===== src/hdl/wcs_pkg.sv =====
// wcs_pkg: shared types, codes and constants of the weighted category sampler
// used by wcs_alu, wcs_seq and the top level; no dependencies
`default_nettype none

package wcs_pkg;

  localparam int MAX_CATEGORIES = 64;
  localparam int IDX_W          = $clog2(MAX_CATEGORIES);
  localparam int CNT_W          = $clog2(MAX_CATEGORIES + 1);
  localparam int DATA_W         = 32;
  localparam int MODE_W         = 2;
  localparam int COUNT_W        = 7;
  localparam int OPCODE_W       = 2;
  localparam int ENTRY_W        = 6;
  localparam int PADDR_W        = 3;
  localparam int PDATA_W        = 32;

  typedef enum logic [OPCODE_W-1:0] {
    OP_WR_CUM = 2'd0,
    OP_WR_WGT = 2'd1,
    OP_SAMPLE = 2'd2
  } opcode_e;

  typedef enum logic [MODE_W-1:0] {
    MODE_FIRST = 2'd0,
    MODE_INIT  = 2'd1,
    MODE_TRACK = 2'd2
  } mode_e;

  localparam logic REG_MODE  = 1'b0;
  localparam logic REG_COUNT = 1'b1;

  typedef struct packed {
    logic [MODE_W-1:0]  mode;
    logic [COUNT_W-1:0] count;
  } cfg_t;

  function automatic logic [CNT_W-1:0] used_count(input logic [COUNT_W-1:0] c);
    logic [CNT_W-1:0] n;
    if (c == '0) begin
      n = CNT_W'(1);
    end else if (32'(c) > MAX_CATEGORIES) begin
      n = CNT_W'(MAX_CATEGORIES);
    end else begin
      n = CNT_W'(c);
    end
    return n;
  endfunction

endpackage

`default_nettype wire


===== src/hdl/wcs_alu.sv =====
// wcs_alu: shared saturating adder and magnitude compare of the sampler
// depends on wcs_pkg
`default_nettype none

module wcs_alu
  import wcs_pkg::*;
(
  input  wire logic [DATA_W-1:0] add_a_i,
  input  wire logic [DATA_W-1:0] add_b_i,
  input  wire logic              cmp_sum_i,
  input  wire logic [DATA_W-1:0] cmp_x_i,
  input  wire logic [DATA_W-1:0] cmp_y_i,
  output logic      [DATA_W-1:0] sum_o,
  output logic                   gt_o
);

  logic [DATA_W:0]   sum_wide;
  logic [DATA_W-1:0] lhs;

  always_comb begin
    sum_wide = {1'b0, add_a_i} + {1'b0, add_b_i};
    sum_o    = sum_wide[DATA_W] ? '1 : sum_wide[DATA_W-1:0];
    lhs      = cmp_sum_i ? sum_o : cmp_x_i;
    gt_o     = lhs > cmp_y_i;
  end

endmodule

`default_nettype wire


===== src/hdl/wcs_seq.sv =====
// wcs_seq: sampling sequencer, walks the tables one read a cycle through wcs_alu
// depends on wcs_pkg and wcs_alu
`default_nettype none

module wcs_seq
  import wcs_pkg::*;
(
  input  wire logic                clk_i,
  input  wire logic                rst_ni,
  input  wire logic                in_valid_i,
  output logic                     in_ready_o,
  input  wire logic [OPCODE_W-1:0] opcode_i,
  input  wire logic [DATA_W-1:0]   random_fraction_i,
  input  wire logic                weights_given_i,
  input  wire cfg_t                cfg_i,
  output logic      [IDX_W-1:0]    rd_addr_o,
  input  wire logic [DATA_W-1:0]   cum_rdata_i,
  input  wire logic [DATA_W-1:0]   wgt_rdata_i,
  output logic                     out_valid_o,
  input  wire logic                out_ready_i,
  output logic      [IDX_W-1:0]    chosen_index_o,
  output logic                     used_fallback_o
);

  typedef enum logic [2:0] {
    S_IDLE,
    S_SUM,
    S_MUL,
    S_SCAN,
    S_DONE
  } state_e;

  state_e             state_q;
  logic [CNT_W-1:0]   cnt_q;
  logic [CNT_W-1:0]   n_q;
  logic               pend_q;
  logic [IDX_W-1:0]   didx_q;
  logic [DATA_W-1:0]  acc_q;
  logic [DATA_W-1:0]  frac_q;
  logic [DATA_W-1:0]  prod_hi_q;
  logic               track_q;
  logic [IDX_W-1:0]   res_idx_q;
  logic               res_fb_q;
  logic               out_valid_q;
  logic [IDX_W-1:0]   out_idx_q;
  logic               out_fb_q;

  logic               issue;
  logic [DATA_W-1:0]  rdata;
  logic [DATA_W-1:0]  sum;
  logic               gt;
  logic [2*DATA_W-1:0] prod;
  logic [CNT_W-1:0]   last_idx;

  assign in_ready_o      = state_q == S_IDLE;
  assign out_valid_o     = out_valid_q;
  assign chosen_index_o  = out_idx_q;
  assign used_fallback_o = out_fb_q;

  assign issue     = (state_q == S_SUM || state_q == S_SCAN) && cnt_q < n_q;
  assign rd_addr_o = cnt_q[IDX_W-1:0];
  assign rdata     = track_q ? wgt_rdata_i : cum_rdata_i;
  assign prod      = {{DATA_W{1'b0}}, frac_q} * {{DATA_W{1'b0}}, acc_q};
  assign last_idx  = n_q - CNT_W'(1);

  wcs_alu u_alu (
    .add_a_i   (acc_q),
    .add_b_i   (rdata),
    .cmp_sum_i (track_q),
    .cmp_x_i   (rdata),
    .cmp_y_i   (track_q ? prod_hi_q : frac_q),
    .sum_o     (sum),
    .gt_o      (gt)
  );

  always_ff @(posedge clk_i or negedge rst_ni) begin
    if (!rst_ni) begin
      state_q     <= S_IDLE;
      cnt_q       <= '0;
      pend_q      <= 1'b0;
      track_q     <= 1'b0;
      out_valid_q <= 1'b0;
    end else begin
      if (out_valid_q && out_ready_i && state_q != S_DONE) begin
        out_valid_q <= 1'b0;
      end
      unique case (state_q)
        S_IDLE: begin
          if (in_valid_i && opcode_i == OP_SAMPLE) begin
            frac_q <= random_fraction_i;
            n_q    <= used_count(cfg_i.count);
            cnt_q  <= '0;
            pend_q <= 1'b0;
            acc_q  <= '0;
            if (cfg_i.mode == MODE_INIT || (cfg_i.mode == MODE_TRACK && !weights_given_i)) begin
              track_q <= 1'b0;
              state_q <= S_SCAN;
            end else if (cfg_i.mode == MODE_TRACK) begin
              track_q <= 1'b1;
              state_q <= S_SUM;
            end else begin
              res_idx_q <= '0;
              res_fb_q  <= 1'b0;
              state_q   <= S_DONE;
            end
          end
        end
        S_SUM: begin
          pend_q <= issue;
          cnt_q  <= cnt_q + CNT_W'(issue);
          if (pend_q) begin
            acc_q <= sum;
          end
          if (!issue && !pend_q) begin
            state_q <= S_MUL;
          end
        end
        S_MUL: begin
          prod_hi_q <= prod[2*DATA_W-1:DATA_W];
          acc_q     <= '0;
          cnt_q     <= '0;
          pend_q    <= 1'b0;
          state_q   <= S_SCAN;
        end
        S_SCAN: begin
          pend_q <= issue;
          cnt_q  <= cnt_q + CNT_W'(issue);
          didx_q <= cnt_q[IDX_W-1:0];
          if (pend_q) begin
            acc_q <= sum;
          end
          if (pend_q && gt) begin
            res_idx_q <= didx_q;
            res_fb_q  <= 1'b0;
            state_q   <= S_DONE;
          end else if (!issue && !pend_q) begin
            res_idx_q <= track_q ? '0 : last_idx[IDX_W-1:0];
            res_fb_q  <= 1'b1;
            state_q   <= S_DONE;
          end
        end
        S_DONE: begin
          if (!out_valid_q || out_ready_i) begin
            out_valid_q <= 1'b1;
            out_idx_q   <= res_idx_q;
            out_fb_q    <= res_fb_q;
            state_q     <= S_IDLE;
          end
        end
        default: begin
          state_q <= S_IDLE;
        end
      endcase
    end
  end

endmodule

`default_nettype wire


===== config.mk =====
export PLATFORM = sky130hd
export DESIGN_NAME = wcs_seq
export DESIGN_NICKNAME = d
export VERILOG_FILES = /design/src/hdl/wcs_pkg.sv /design/src/hdl/wcs_alu.sv /design/src/hdl/wcs_seq.sv
export SDC_FILE = /design/constraint.sdc
export NUM_CORES = 2
export LEC_CHECK = 0
export ABC_AREA = 1
export BUFFER_PORTS_ARGS = -buffer_cell sky130_fd_sc_hd__clkbuf_2
export CAP_MARGIN = 25
export CORE_UTILIZATION = 50
export CTS_CLUSTER_DIAMETER = 120
export DETAILED_ROUTE_END_ITERATION = 8
export PLACE_DENSITY = 0.67
export SLEW_MARGIN = 25
export SYNTH_ARGS = -nofsm -noshare
export SYNTH_HDL_FRONTEND = slang
export SYNTH_SLANG_ARGS = --single-unit

===== constraint.sdc =====
create_clock -name clk_i -period 6.1 [get_ports clk_i]
set_input_delay 1.22 -clock clk_i [delete_from_list [all_inputs] [get_ports clk_i]]
set_output_delay 1.22 -clock clk_i [all_outputs]
set_load 0.02 [all_outputs]

* Word-level counts from Yosys, hierarchy flattened
Index checks and enable logic that the tools add are counted.
** Operators by class
- Add/sub/neg operators :: 3
- $mul :: 1
- Magnitude comparators :: 3
- Equality and inequality tests :: 15
- Multiplexer cells :: 38
- Reductions and logical operators :: 30
** Operator list (number)
- $mux 32 :: 6
- $pmux 32 s3 :: 1
- $mul 32x32->64 :: 1
- $mux 6 :: 6
- $add 32x32->33 :: 1
- $gt 32x32->1 :: 1
- $mux 3 :: 7
- $pmux 7 s3 :: 1
- $pmux 3 s5 :: 1
- $mux 7 :: 2
- $pmux 6 s2 :: 1
- $mux 1 :: 11
- $reduce_and 3->1 :: 3
- $reduce_and 4->1 :: 2
- $add 7x1->7 :: 1
- $gt 7x7->1 const B :: 1
- $logic_and 1x1->1 :: 7
- $logic_not 7->1 :: 1
- $lt 7x7->1 :: 1
- $eq 3x2->1 const B :: 2
- $ne 2x1->1 const B :: 3
- $ne 2x2->1 const B :: 3
- $reduce_and 2->1 :: 3
- $reduce_and 6->1 :: 1
- 15 further kinds :: 23
** Storage, ports and cells
- Bits in registers :: 136
- Input bits :: 112
- Word-level logic and storage cells :: 105

* Logic depth before layout (Yosys ltp)
- Depth after elaboration :: 8
- Gate-level depth with buffers :: 36

* Modules after synthesis
A second synthesis with hierarchy kept.
** Unflattened totals
- Cell total of the unflattened synthesis :: 6122
- Area total of the unflattened synthesis :: 45132.0 um2
** Modules (own cells, without submodules)
- wcs_seq :: instances 1, cells each 5324, area each 41031.9 um2, sequential area each 4018.9 um2
- wcs_alu :: instances 1, cells each 798, area each 4100.2 um2, sequential area each 0.0 um2

* Least setup slack after synthesis
Ideal clock, no wire load.
- Path kind :: reg-to-reg
- From :: register frac_q[24]
- To :: register prod_hi_q[28], data pin
- Data arrival time :: 6.271 ns
- Setup slack :: -0.423 ns
- Stages on the path, launching flop included :: 28
- Cells stage by stage :: edfxtp_1 > clkbuf_1 > clkbuf_1 > nand2_1 > fa_1 > inv_1 > fa_1 > inv_1 > fa_1 > inv_1 > fa_1 > fa_1 > fa_1 > fa_1 > inv_1 > fa_1 > inv_1 > ha_1 > a21oi_1 > o21ai_0 > a21oi_1 > nor2_1 > nor2_1 > nor2_1 > nor2_1 > nand2_1 > nand2_1 > nand2_1
** Between the ends
- Cells in the longest elaborated chain, start to end :: 1
** RTL lines
- start: declaration :: line wcs_seq.sv:39 : logic [DATA_W-1:0] frac_q;
- start signal: assignment :: line wcs_seq.sv:90 : frac_q <= random_fraction_i;
- $mul 32x32->64 :: line wcs_seq.sv:63 : assign prod = {{DATA_W{1'b0}}, frac_q} * {{DATA_W{1'b0}}, acc_q};
- net prod[60] :: line wcs_seq.sv:52 : logic [2*DATA_W-1:0] prod;
- end signal: assignment :: line wcs_seq.sv:119 : prod_hi_q <= prod[2*DATA_W-1:DATA_W];
- end: declaration :: line wcs_seq.sv:40 : logic [DATA_W-1:0] prod_hi_q;
The timed path passes the listed nets, and every way through them passes these cells.
A chain may end at the register's enable or synchronous reset.

* Final worst setup path
- From :: register acc_q[5]
- To :: register prod_hi_q[20], data pin
** Between the ends
- Cells in the longest elaborated chain, start to end :: 1
** RTL lines
- start: declaration :: line wcs_seq.sv:38 : logic [DATA_W-1:0] acc_q;
- start signal: assignment :: line wcs_seq.sv:112 : acc_q <= sum;
- start signal: assignment :: line wcs_seq.sv:130 : acc_q <= sum;
- $mul 32x32->64 :: line wcs_seq.sv:63
- net prod[52] :: line wcs_seq.sv:52
The timed path passes the listed nets, and every way through them passes these cells.

==> metrics.txt <==
outcome finished with violations; failing checks negative setup slack; First DRT Iteration DRCs 2628; Vias/cell 5.06; ys flop type edfxtp_1; fillers 7755; minimum clock period 6.89 ns; setup TNS -22.55 ns; WP data arrival 7.14 ns; Final Hold Slack 0.413 ns; Cells after Synth 5764; Die ar. 89200 um2; Met3 Routed Length 9.89 mm; CP Class reg2reg; clock latency on the worst-skew pair 0.50 ns; fin area 52900 um2; Multi-input gate area 34100 um2; final worst setup slack -0.788 ns; DRC errors left 0; post-synth cell types 50; Max Cap Viol 0; Fin Clk Skew 0.0225 ns; WP data required 6.35 ns; Placement Cell Area 50100 um2; H-tree level count 4; fin crit share 113%; GRT Resource Usage Total 31.8%; crit path launch type flop; Hold Path Origin res_idx_q[0]; Layout Nets 7560; Crit. Startpoint acc_q[5]; Syn. warnings 0; CTS Sinks 136; Clock Path Buffers 2; Mapped Avg Cell Area 7.63 um2; DRT met1 WL 57.4 mm; largest net degree at the start of global routing 57; global-route wire length before repair 217 mm; register area share after synthesis 9.13%; total number of vias 37300; DR WL/cell 18.7 um; starting density of the core 50.6%; Pre-Repair DR Iteration Count 6; number of enable flip-flop cells after synthesis 123; Floorplan Core Area 87000 um2; Num CTS Buffers 17; Seq cells post-synth 136; initial antenna violation count 2; Fmax 145 MHz; dpl hpwl 117 mm; Synth async-reset ratio 9.56%; CTS tree built; Hold Crit Class reg2reg; Die Wd 299 um; pins over their slew limit 0; Routed WL 138 mm; hold_buf cts 0; ANT cells 0; vias in the first global route 39700; Area growth syn-to-layout 20.3%; I/O pin count 127; Setup violations, final 32; clock root buffer clkbuf_16; ratio of cells with drive above 1 in the final layout 18.3%; PortBufs 126; critical-path maximum fanout 5; flip-flop and latch area 4020 um2; Relative slew margins 38.6%; top routing layer in use met4; Post-Syn Area 44000 um2; Worst Max-Slew Pin Slew 0.914 ns; Reg clk slew, reported paths 0.08 ns; reg2reg start acc_q[5]; WL met2 66.4 mm; cell row count 108; Setup WS pre-CTS -0.982 ns; DRT antenna net count 0; height of the die 299 um; routability cong. 0.996; crit end category flop; Hold Vio Cnt, Final 0; global route total overflow 0; RSZ-0062 raised after global routing yes; Synth Net Count 7105
-- through the flow --
step / utilization (%) / std cells
after floorplan: - / 5764
after global placement: 57.5 / 7297
after detailed placement: 57.5 / 7297
after CTS: 59.3 / 7361
after global routing: 60.8 / 7387
final: 60.8 / 7387
-- area by class of cell --
type	instances	share of cell area, %
tap	1155	2.73
multi-input combinational	3666	64.5
inverter	1712	12.2
sequential	136	7.60
clock inverter	15	0.331
timing repair buffer	686	11.8
clock buffer	17	0.804
-- cells in the final DEF (no fill, tap or decap), drive strengths merged, types with 31 or more instances in the layout --
cell,count
ha,333
o21ai,116
a21oi,154
nor2,253
fa,896
edfxtp,123
nand3,95
inv,1721
mux2i,31
nand2,1622
buf,554
clkbuf,148
-- synth_stat cells (4+ instances only) --
library cell / number / area share, %
fa_1: 896 / 41
o21ai_0: 103 / 1.2
nor3_1: 27 / 0.31
or2_2: 7 / 0.10
o21a_1: 12 / 0.20
xnor2_1: 9 / 0.18
ha_1: 333 / 9.5
nand3_2: 8 / 0.18
buf_2: 5 / 0.057
a21oi_1: 153 / 1.7
buf_1: 4 / 0.034
a21o_1: 16 / 0.27
buf_4: 8 / 0.14
mux2i_1: 31 / 0.71
nand3b_1: 6 / 0.10
inv_1: 1710 / 15
nand3_1: 87 / 0.99
o21bai_1: 19 / 0.32
a31oi_1: 4 / 0.057
a21boi_0: 5 / 0.085
dfrtp_1: 13 / 0.74
xor2_1: 19 / 0.38
nand2_1: 1613 / 14
nor4_1: 7 / 0.10
edfxtp_1: 123 / 8.4
nand4_1: 16 / 0.23
o211ai_1: 4 / 0.068
o21ai_1: 12 / 0.14
nand2_2: 7 / 0.10
nor2_1: 249 / 2.1
clkbuf_1: 230 / 2.0
-- kinds of logic (layout without fill, tap and decap cells) --
family	after synthesis	in the layout	synth area share [%]
flip-flops	136	136	9.13
XOR/XNOR	28	28	0.557
multiplexers	31	31	0.705
AO/OA/AOI/OAI	335	335	4.21
adder cells (fa/ha/maj)	1229	1229	50.2
buffers and inverters	1962	2430	16.9
AND/OR/NAND/NOR	2043	2043	18.3
-- critical path, stage by stage, from the launching register on --
cell      delay (ns)
edfxtp_1        0.46
buf_12          0.18
buf_12          0.14
nand2_4         0.05
fa_1            0.51
fa_1            0.55
inv_2           0.04
fa_1            0.50
inv_1           0.05
fa_1            0.50
inv_2           0.04
fa_1            0.48
fa_1            0.53
fa_1            0.58
inv_1           0.07
fa_1            0.52
inv_2           0.06
ha_4            0.30
buf_6           0.12
nand2_8         0.06
nor2_4          0.13
inv_2           0.06
nor2_4          0.14
inv_4           0.07
nor4_4          0.24
nand2_1         0.11
nand4_1         0.10
nand2_1         0.07
-- sequential cells by signal (all words and copies together) (netlist names) --
name,flops
state_q,3
track_q,1
n_q,7
didx_q,6
used_fallback_o,1
acc_q,32
res_idx_q,6
res_fb_q,1
prod_hi_q,32
cnt_q,7
chosen_index_o,6
pend_q,1
frac_q,32
out_valid_o,1
-- layer usage --
metal | global-route usage (%) | up-vias
met2 | 53.9 | 1280
met3 | 4.43 | 219
met5 | 0 | -
met1 | 42.2 | 18500
met4 | 9.87 | 0
li1 | - | 17400
-- timing repair --
action / CTS / global route
gates cloned: 2 / 5
endpoints found under the setup margin: 32 / 32
pin swaps: 46 / 96
resized for setup: 166 / 314
setup buffers: 30 / 21
-- worst paths after layout --
check / endpoint / slack (ns) / cells past startpoint
max: prod_hi_q[20] / -0.79 / 27
max in group asynchronous: track_q / 5.11 / 1
max reg2reg: prod_hi_q[20] / -0.79 / 27
min: chosen_index_o[0] / 0.41 / 0
min in group asynchronous: cnt_q[1] / 0.65 / 1
min reg2reg: chosen_index_o[0] / 0.41 / 0
Power is not shown: default switching activity piles up to over one toggle a cycle in this logic, so the estimate is an artifact.
